<file path="config.mk">
export PLATFORM = sky130hd
export DESIGN_NAME = charge_fault_supervisor
export DESIGN_NICKNAME = d
export VERILOG_FILES = /design/src/rtl/cfs_pkg.sv /design/src/rtl/charge_fault_supervisor.sv
export SDC_FILE = /design/constraint.sdc
export NUM_CORES = 1
export LEC_CHECK = 0
export ABC_AREA = 1
export BUFFER_PORTS_ARGS = -buffer_cell sky130_fd_sc_hd__buf_2
export CAP_MARGIN = 25
export CORE_MARGIN = 2
export CORE_UTILIZATION = 40
export DETAILED_ROUTE_END_ITERATION = 6
export SKIP_CTS_REPAIR_TIMING = 1
export SLEW_MARGIN = 0
export SYNTH_ARGS = -nofsm -noshare
export SYNTH_HDL_FRONTEND = slang
export SYNTH_SLANG_ARGS = --single-unit
</file>
<file path="constraint.sdc">
create_clock -name clk -period 10.5 [get_ports clk]
set_clock_uncertainty 0.05 [all_clocks]
set_input_delay 1.575 -clock clk [delete_from_list [all_inputs] [get_ports clk]]
set_output_delay 1.575 -clock clk [all_outputs]
set_load 0.01 [all_outputs]
</file>
<file path="src/rtl/cfs_pkg.sv">
// shared constants and types of the charge fault supervisor
package cfs_pkg;

  // width of the stored current level
  localparam int LEVEL_BITS = 4;

  // apb address width: eight registers at byte address 4*i
  localparam int ADDR_BITS = 5;

  // register indexes
  localparam logic [2:0] REG_OVERVOLT_LIMIT  = 3'd0;
  localparam logic [2:0] REG_UNDERVOLT_LIMIT = 3'd1;
  localparam logic [2:0] REG_VOLT_MARGIN     = 3'd2;
  localparam logic [2:0] REG_PERSIST_TICKS   = 3'd3;
  localparam logic [2:0] REG_TEMP_TRIP       = 3'd4;
  localparam logic [2:0] REG_TEMP_DERATE     = 3'd5;
  localparam logic [2:0] REG_TEMP_RESTORE    = 3'd6;
  localparam logic [2:0] REG_BASE_LEVEL      = 3'd7;

  // register reset values
  localparam logic [8:0]        OVERVOLT_RST  = 9'd265;
  localparam logic [8:0]        UNDERVOLT_RST = 9'd100;
  localparam logic [4:0]        MARGIN_RST    = 5'd2;
  localparam logic [15:0]       PERSIST_RST   = 16'd5000;
  localparam logic signed [8:0] TEMP_TRIP_RST    = 9'sd80;
  localparam logic signed [8:0] TEMP_DERATE_RST  = 9'sd75;
  localparam logic signed [8:0] TEMP_RESTORE_RST = 9'sd70;
  localparam logic [3:0]        BASE_LEVEL_RST   = 4'd0;

  // fault codes
  typedef enum logic [1:0] {
    FAULT_NONE  = 2'd0,
    FAULT_TEMP  = 2'd1,
    FAULT_OVER  = 2'd2,
    FAULT_UNDER = 2'd3
  } fault_t;

  // fault flag codes
  typedef enum logic [1:0] {
    FLAG_CLEAR   = 2'd0,
    FLAG_PENDING = 2'd1,
    FLAG_LATCHED = 2'd2
  } flag_t;

  // fault timer width, saturating at all ones
  localparam int TIMER_BITS = 17;

endpackage

</file>
<file path="src/rtl/charge_fault_supervisor.sv">
// charge fault supervisor: temperature and mains voltage protection per tick
// a tick transaction passes the input register, then the result register, on its way to the result port
// throughput: one tick transaction per cycle, limited only by result port stalls
// the state update for a tick is one pass of compare logic from the input register
// reset: synchronous, clears the pipeline, the supervisor state and loads register defaults
module charge_fault_supervisor (
  input  logic                          clk,
  input  logic                          rst,
  // apb configuration port
  input  logic                          psel,
  input  logic                          penable,
  input  logic                          pwrite,
  input  logic [cfs_pkg::ADDR_BITS-1:0] paddr,
  input  logic [31:0]                   pwdata,
  output logic [31:0]                   prdata,
  output logic                          pready,
  // tick input channel
  input  logic                          in_valid,
  output logic                          in_ready,
  input  logic [8:0]                    mains_volts,
  input  logic signed [8:0]             temp_celsius,
  input  logic                          temp_check,
  input  logic                          system_ready,
  input  logic                          start_charge,
  input  logic                          stop_charge,
  // result channel
  output logic                          out_valid,
  input  logic                          out_ready,
  output logic [1:0]                    work_state,
  output logic                          relay_open_cmd,
  output logic                          relay_close_cmd,
  output logic                          pwm_enabled,
  output logic [3:0]                    current_level,
  output logic [1:0]                    fault_code
);
  import cfs_pkg::*;

  typedef enum logic [1:0] {
    MODE_IDLE  = 2'd0,
    MODE_WORK  = 2'd1,
    MODE_PAUSE = 2'd2
  } mode_t;

  localparam logic [TIMER_BITS-1:0] TIMER_MAX = '1;

  // configuration registers
  logic [8:0]        overvolt_limit;
  logic [8:0]        undervolt_limit;
  logic [4:0]        volt_margin;
  logic [15:0]       persist_ticks;
  logic signed [8:0] temp_trip;
  logic signed [8:0] temp_derate;
  logic signed [8:0] temp_restore;
  logic [3:0]        base_level;

  logic [2:0] reg_index;
  logic       cfg_write;

  assign pready    = 1'b1;
  assign reg_index = paddr[4:2];
  assign cfg_write = psel && penable && pwrite && pready;

  always_ff @(posedge clk) begin
    if (rst) begin
      overvolt_limit  <= OVERVOLT_RST;
      undervolt_limit <= UNDERVOLT_RST;
      volt_margin     <= MARGIN_RST;
      persist_ticks   <= PERSIST_RST;
      temp_trip       <= TEMP_TRIP_RST;
      temp_derate     <= TEMP_DERATE_RST;
      temp_restore    <= TEMP_RESTORE_RST;
      base_level      <= BASE_LEVEL_RST;
    end else if (cfg_write) begin
      case (reg_index)
        REG_OVERVOLT_LIMIT:  overvolt_limit  <= pwdata[8:0];
        REG_UNDERVOLT_LIMIT: undervolt_limit <= pwdata[8:0];
        REG_VOLT_MARGIN:     volt_margin     <= pwdata[4:0];
        REG_PERSIST_TICKS:   persist_ticks   <= pwdata[15:0];
        REG_TEMP_TRIP:       temp_trip       <= pwdata[8:0];
        REG_TEMP_DERATE:     temp_derate     <= pwdata[8:0];
        REG_TEMP_RESTORE:    temp_restore    <= pwdata[8:0];
        REG_BASE_LEVEL:      base_level      <= pwdata[3:0];
        default: ;
      endcase
    end
  end

  // register readback, zero extended raw bits
  always_comb begin
    case (reg_index)
      REG_OVERVOLT_LIMIT:  prdata = {23'd0, overvolt_limit};
      REG_UNDERVOLT_LIMIT: prdata = {23'd0, undervolt_limit};
      REG_VOLT_MARGIN:     prdata = {27'd0, volt_margin};
      REG_PERSIST_TICKS:   prdata = {16'd0, persist_ticks};
      REG_TEMP_TRIP:       prdata = {23'd0, temp_trip};
      REG_TEMP_DERATE:     prdata = {23'd0, temp_derate};
      REG_TEMP_RESTORE:    prdata = {23'd0, temp_restore};
      REG_BASE_LEVEL:      prdata = {28'd0, base_level};
      default:             prdata = 32'd0;
    endcase
  end

  // input register stage
  logic              s1_valid;
  logic [8:0]        s1_volts;
  logic signed [8:0] s1_temp;
  logic              s1_tcheck;
  logic              s1_sysready;
  logic              s1_start;
  logic              s1_stop;

  // stage 2 fires when a tick sits in the input register and the result slot is free or drains in this cycle
  logic advance;
  assign advance  = s1_valid && (!out_valid || out_ready);
  // the input register refills in the same cycle it drains
  assign in_ready = !s1_valid || advance;

  always_ff @(posedge clk) begin
    if (rst) begin
      s1_valid <= 1'b0;
    end else if (in_ready) begin
      s1_valid <= in_valid;
    end
  end

  always_ff @(posedge clk) begin
    if (in_valid && in_ready) begin
      s1_volts    <= mains_volts;
      s1_temp     <= temp_celsius;
      s1_tcheck   <= temp_check;
      s1_sysready <= system_ready;
      s1_start    <= start_charge;
      s1_stop     <= stop_charge;
    end
  end

  // supervisor state
  mode_t                 mode;
  logic [LEVEL_BITS-1:0] level;
  logic [LEVEL_BITS-1:0] saved_level;
  flag_t                 heat_flag;
  flag_t                 over_flag;
  flag_t                 under_flag;
  logic [TIMER_BITS-1:0] over_timer;
  logic [TIMER_BITS-1:0] under_timer;
  logic                  pwm_state;
  fault_t                last_fault;

  mode_t                 mode_next;
  logic [LEVEL_BITS-1:0] level_next;
  logic [LEVEL_BITS-1:0] saved_level_next;
  flag_t                 heat_flag_next;
  flag_t                 over_flag_next;
  flag_t                 under_flag_next;
  logic [TIMER_BITS-1:0] over_timer_next;
  logic [TIMER_BITS-1:0] under_timer_next;
  logic                  pwm_state_next;
  fault_t                last_fault_next;
  logic                  open_next;
  logic                  close_next;

  // voltage thresholds, margin added in a widened sum so that it never wraps
  logic over_high;
  logic over_clear;
  logic under_low;
  logic under_clear;
  logic over_done;
  logic under_done;

  assign over_high   = s1_volts > overvolt_limit;
  assign over_clear  = ({1'b0, s1_volts} + {5'd0, volt_margin}) <= {1'b0, overvolt_limit};
  assign under_low   = s1_volts < undervolt_limit;
  assign under_clear = {1'b0, s1_volts} >= ({1'b0, undervolt_limit} + {5'd0, volt_margin});

  always_comb begin
    mode_next        = mode;
    level_next       = level;
    saved_level_next = saved_level;
    heat_flag_next   = heat_flag;
    over_flag_next   = over_flag;
    under_flag_next  = under_flag;
    over_timer_next  = over_timer;
    under_timer_next = under_timer;
    pwm_state_next   = pwm_state;
    last_fault_next  = last_fault;
    open_next        = 1'b0;
    close_next       = 1'b0;
    over_done        = 1'b0;
    under_done       = 1'b0;

    // pending fault timers run every tick, whatever the mode
    if (over_flag == FLAG_PENDING && over_timer != TIMER_MAX) begin
      over_timer_next = over_timer + 1'b1;
    end
    if (under_flag == FLAG_PENDING && under_timer != TIMER_MAX) begin
      under_timer_next = under_timer + 1'b1;
    end

    // start acts only from idle, stop only from working
    if (mode == MODE_IDLE && s1_start) begin
      mode_next = MODE_WORK;
    end else if (mode == MODE_WORK && s1_stop) begin
      mode_next = MODE_IDLE;
    end

    // temperature check, skipped when clear and not working
    if (s1_tcheck && !(heat_flag == FLAG_CLEAR && mode_next != MODE_WORK)) begin
      if (heat_flag_next == FLAG_CLEAR && s1_temp >= temp_trip) begin
        heat_flag_next   = FLAG_PENDING;
        saved_level_next = level_next;
        open_next        = 1'b1;
        pwm_state_next   = 1'b0;
        mode_next        = MODE_PAUSE;
        last_fault_next  = FAULT_TEMP;
      end
      // derated resume, may land in the same tick as the trip
      if (heat_flag_next == FLAG_PENDING && s1_temp <= temp_derate) begin
        heat_flag_next = FLAG_LATCHED;
        close_next     = 1'b1;
        mode_next      = MODE_WORK;
        level_next     = (saved_level_next != '0) ? saved_level_next - 1'b1 : '0;
        pwm_state_next = 1'b1;
      end
      // full restore
      if (heat_flag_next != FLAG_CLEAR && s1_temp < temp_restore) begin
        heat_flag_next = FLAG_CLEAR;
        mode_next      = MODE_WORK;
        level_next     = saved_level_next;
        pwm_state_next = 1'b1;
        if (last_fault_next == FAULT_TEMP) begin
          last_fault_next = FAULT_NONE;
        end
      end
    end

    // over-voltage check
    if (s1_sysready) begin
      if (over_flag_next == FLAG_LATCHED && mode_next == MODE_PAUSE && over_clear) begin
        over_flag_next = FLAG_CLEAR;
        mode_next      = MODE_IDLE;
        pwm_state_next = 1'b1;
        if (last_fault_next == FAULT_OVER) begin
          last_fault_next = FAULT_NONE;
        end
        over_done = 1'b1;
      end
      if (!over_done && mode_next == MODE_WORK) begin
        if (over_high && over_flag_next == FLAG_CLEAR) begin
          over_flag_next  = FLAG_PENDING;
          over_timer_next = '0;
        end
        if (over_flag_next == FLAG_PENDING && over_timer_next > {1'b0, persist_ticks}) begin
          over_flag_next  = FLAG_LATCHED;
          open_next       = 1'b1;
          pwm_state_next  = 1'b0;
          mode_next       = MODE_PAUSE;
          last_fault_next = FAULT_OVER;
        end
        if (over_flag_next == FLAG_PENDING && !over_high) begin
          over_flag_next  = FLAG_CLEAR;
          over_timer_next = '0;
        end
      end
    end

    // under-voltage check
    if (s1_sysready) begin
      if (under_flag_next == FLAG_LATCHED && mode_next == MODE_PAUSE && under_clear) begin
        under_flag_next = FLAG_CLEAR;
        mode_next       = MODE_IDLE;
        pwm_state_next  = 1'b1;
        if (last_fault_next == FAULT_UNDER) begin
          last_fault_next = FAULT_NONE;
        end
        under_done = 1'b1;
      end
      if (!under_done && mode_next == MODE_WORK) begin
        if (under_low && under_flag_next == FLAG_CLEAR) begin
          under_flag_next  = FLAG_PENDING;
          under_timer_next = '0;
        end
        if (under_flag_next == FLAG_PENDING && under_timer_next > {1'b0, persist_ticks}) begin
          under_flag_next = FLAG_LATCHED;
          open_next       = 1'b1;
          pwm_state_next  = 1'b0;
          mode_next       = MODE_PAUSE;
          last_fault_next = FAULT_UNDER;
        end
        if (under_flag_next == FLAG_PENDING && !under_low) begin
          under_flag_next  = FLAG_CLEAR;
          under_timer_next = '0;
        end
      end
    end
  end

  // state and result register, written once per tick transaction
  always_ff @(posedge clk) begin
    if (rst) begin
      mode        <= MODE_IDLE;
      level       <= LEVEL_BITS'(BASE_LEVEL_RST);
      saved_level <= '0;
      heat_flag   <= FLAG_CLEAR;
      over_flag   <= FLAG_CLEAR;
      under_flag  <= FLAG_CLEAR;
      over_timer  <= '0;
      under_timer <= '0;
      pwm_state   <= 1'b1;
      last_fault  <= FAULT_NONE;
      out_valid   <= 1'b0;
    end else begin
      if (advance) begin
        mode        <= mode_next;
        level       <= level_next;
        saved_level <= saved_level_next;
        heat_flag   <= heat_flag_next;
        over_flag   <= over_flag_next;
        under_flag  <= under_flag_next;
        over_timer  <= over_timer_next;
        under_timer <= under_timer_next;
        pwm_state   <= pwm_state_next;
        last_fault  <= last_fault_next;
        out_valid   <= 1'b1;
      end else if (out_ready) begin
        out_valid <= 1'b0;
      end
    end
  end

  // payload of the result register
  always_ff @(posedge clk) begin
    if (advance) begin
      work_state      <= mode_next;
      relay_open_cmd  <= open_next;
      relay_close_cmd <= close_next;
      pwm_enabled     <= pwm_state_next;
      current_level   <= 4'(level_next);
      fault_code      <= last_fault_next;
    end
  end

endmodule

</file>
==> flow_metrics.py <==
metrics = {
    "outcome": {
        "status": "finished, final reports clean",
    },
    "drt": {
        "wl_per_cell_microns": 15.4,
        "postRouteAntennaNets": 0,
        "firstDrtPassIters": 7,
        "drtIter0Drc": 807,
        "drc": 0,
        "avgViaCountPerCell": 5.22,
        "routed-via-count": 9635,
        "wl_microns": 28400,
    },
    "clocking": {
        "cts_buffer_depth": 2,
        "ctsHtreeMaxLevel": 4,
        "clk_pin_slew_worst_paths_ns": 0.07,
        "cts.sinks": 158,
        "clk_latency_ns": 0.45,
        "cts_inserted_buffers": 17,
        "cts_tree": "yes",
        "cts-root-buf": "clkbuf_16",
    },
    "yosys": {
        "yosysTopAreaCell": "dfxtp_1",
        "ys.flop_type": "dfxtp_1",
        "syn-cell-area_sq_um": 10600,
        "synth_cells": 1441,
        "ys_seq_elements": 158,
        "avgSynthCellArea_sq_um": 7.37,
        "synth.distinct_cells": 55,
        "ys_warn_count": 0,
        "yosysSeqAreaShare_pct": 32.9,
        "synth_area_leaders": "dfxtp_1 (24%), ha_1 (13%), edfxtp_1 (9.3%)",
        "synth_top_area_share_pct": 23.5,
        "synth_edf_count": 33,
        "synth-async-reset-ratio_pct": 0,
    },
    "grt": {
        "grt_pass1_vias": 8953,
        "gr-usage-all-layers_pct": 20.7,
        "grt.overflow.total": 0,
        "antenna_found_initial": 0,
        "grt_max_degree": 80,
        "grt_pass1_wl_microns": 46600,
    },
    "worst_setup_path": {
        "reg2reg_to": "under_timer[2]",
        "crit_path_start_kind": "flop",
        "r2r_slack_ns": 1.89,
        "setup.worst_path.end": "under_timer[2]",
        "crit_start": "s1_volts[2]",
        "ff2ff_path_depth": 59,
        "cp_max_fo": 21,
        "crit_slowest_cell": "o21ai_0",
        "worst_ep_arrival_time_ns": 8.84,
        "max_stage_delay_ns": 0.60,
        "r2r-start": "s1_volts[2]",
        "crit_path_frequent_cell": "nand2_1",
        "cp-end-kind": "flop",
        "cp_data_required_time_ns": 10.74,
        "path_class": "reg -> reg",
    },
    "cells_and_area": {
        "fin_cells": 1846,
        "final_layout_size_suffix_gt1_share_pct": 10.2,
        "diodes": 0,
        "area_delta_synth_final_pct": 10.9,
        "fill_cells": 2630,
        "nets": 1673,
    },
    "timing": {
        "finalSetupViolCount": 0,
        "finalHoldViolCount": 0,
        "slew_violations": 0,
        "layout_min_cycle_time_ns": 8.61,
        "whs_ns": 0.421,
        "relSlewSlack_pct": 27.6,
        "fin_crit_sh_pct": 82.0,
        "rsz0062_at_grt": "no",
        "setup_tns_ns": 0,
        "worstMarginPinSlew_ns": 1.08,
        "max_freq_mhz": 116,
    },
    "min_path": {
        "min-delay-start": "pwm_state",
        "min_path_type": "reg -> reg",
    },
    "place": {
        "post-place-cells": 1813,
        "dpl.hpwl_microns": 20900,
        "routabilityCongestion": 0.869,
        "port_buffers": 76,
    },
    "floorplan": {
        "core_sq_um": 26100,
        "die_y_microns": 167,
        "die_w_microns": 167,
        "die_area_sq_um": 27900,
        "io_pins": 112,
        "initial_core_util_pct": 40.8,
        "row_count": 59,
    },
    "pwr": {
        "p_total_w": 0.00154,
        "vdd_drop_max_v": 0.0000923,
        "powerDensity_nw_per_um2": 131,
        "power.leakage_nw": 5.50,
    },
    "job": {
        "max_cap_viol_count": 0,
    },
}
registers in the layout, indices dropped and copies added (netlist names), 2 cells and up:
register,count
base_level,4
current_level,4
fault_code,2
heat_flag,2
last_fault,2
level,4
mode,2
over_flag,2
over_timer,17
overvolt_limit,9
persist_ticks,16
s1_temp,9
s1_volts,9
saved_level,4
temp_derate,9
temp_restore,9
temp_trip,9
under_flag,2
under_timer,17
undervolt_limit,9
volt_margin,5
work_state,2
cells in the mapped netlist (3+ instances only):
cell and count:
a21oi_2 3, edfxtp_1 33, buf_4 18, inv_2 4
o21ai_0 139, xor2_1 28, nand3_2 4, inv_1 218
nor2_2 4, a211oi_1 3, a22oi_1 5, nor2_1 102
nand2_4 7, a21boi_0 3, o21bai_1 3, nand2_2 9
dfxtp_1 125, o211ai_1 22, nand3_4 3, nand2_1 230
a21oi_1 164, a31oi_1 4, ha_1 107, nand4_1 16
clkbuf_1 33, a221oi_1 16, nor3_1 22, buf_1 3
o22ai_1 10, buf_6 3, xnor2_1 11, nand3_1 57
stage by stage:
| stage | cell area [sq um] | setup slack (ns) | utilization, % |
|---|---|---|---|
| 6_report | 11800 | 1.89 | 45.2 |
| 5_1_grt | 11800 | 0.895 | 45.2 |
| 4_1_cts | 11800 | 1.95 | 45.2 |
| 3_5_place_dp | 11200 | 1.98 | 43.0 |
| 3_3_place_gp | 11200 | 2.09 | 43.0 |
| 2_1_floorplan | 10700 | 3.47 | - |
worst min-delay path by stage:
stage                           end  cells past startpoint
after detailed placement  pwm_state                      2
after CTS                 pwm_state                      2
after global routing      pwm_state                      2
after global placement    pwm_state                      2
final                     pwm_state                      2
after floorplan           pwm_state                      2
final cells by class:
| cell class | instances | area [sq um] | share of cell area [%] |
|---|---|---|---|
| Sequential cell | 158 | 3490 | 29.6 |
| Multi-Input combinational cell | 1015 | 6030 | 51.2 |
| Tap cell | 335 | 419 | 3.56 |
| Clock buffer | 18 | 429 | 3.64 |
| Timing Repair Buffer | 82 | 425 | 3.61 |
| Inverter | 224 | 841 | 7.14 |
| Clock inverter | 14 | 140 | 1.19 |
critical path, delay by kind of cell (launching register included):
family | cells | cell delay (ns)
adder cells (fa/ha/maj) | 4 | 1.16
AND/OR/NAND/NOR | 32 | 3.58
XOR/XNOR | 1 | 0.14
AO/OA/AOI/OAI | 17 | 2.76
buffers and inverters | 5 | 0.30
flip-flops | 1 | 0.46
logic make-up after synthesis:
family | after synthesis | synth area share [%]
flip-flops | 158 | 32.9
AND/OR/NAND/NOR | 464 | 19.7
XOR/XNOR | 39 | 3.21
adder cells (fa/ha/maj) | 109 | 13.0
AO/OA/AOI/OAI | 386 | 20.3
buffers and inverters | 283 | 10.9
other | 2 | 0.0707
per-layer routing:
layer,vias to the layer above,wire [microns],global-route usage (%),share of wire (%)
met3,33,1540,3.11,5.4
met4,0,420,5.51,1.5
met1,4425,14000,29.7,49
met2,252,12400,32.5,44
met5,-,0,0,0
li1,4925,-,-,-
report_power, final:
group | internal (W) | switching [W]
logic | 0.0000869 | 0.000176
clock network | 0.000317 | 0.000300
registers | 0.000645 | 0.0000208
total | 0.00105 | 0.000496
layout by cell type, fill, tap and decap left out, types with 3 or more instances in the layout:
master / count
nand3_2: 4
nand3_1: 57
o211ai_1: 22
edfxtp_1: 33
xor2_1: 28
nand4_1: 16
a21boi_0: 3
inv_1: 217
nor2_2: 4
nand3_4: 3
o22ai_1: 10
conb_1: 17
nand2_4: 7
a21oi_1: 164
a211oi_1: 3
o21bai_1: 3
nand2_2: 9
inv_8: 3
inv_6: 6
o21ai_0: 139
xnor2_1: 11
a31oi_1: 4
nor3_1: 22
buf_4: 5
buf_2: 76
nand2_1: 230
a221oi_1: 16
inv_2: 5
dfxtp_1: 125
a22oi_1: 5
ha_1: 107
a21oi_2: 3
nor2_1: 102
clkbuf_16: 17
Power figures use the tool's default switching activity.
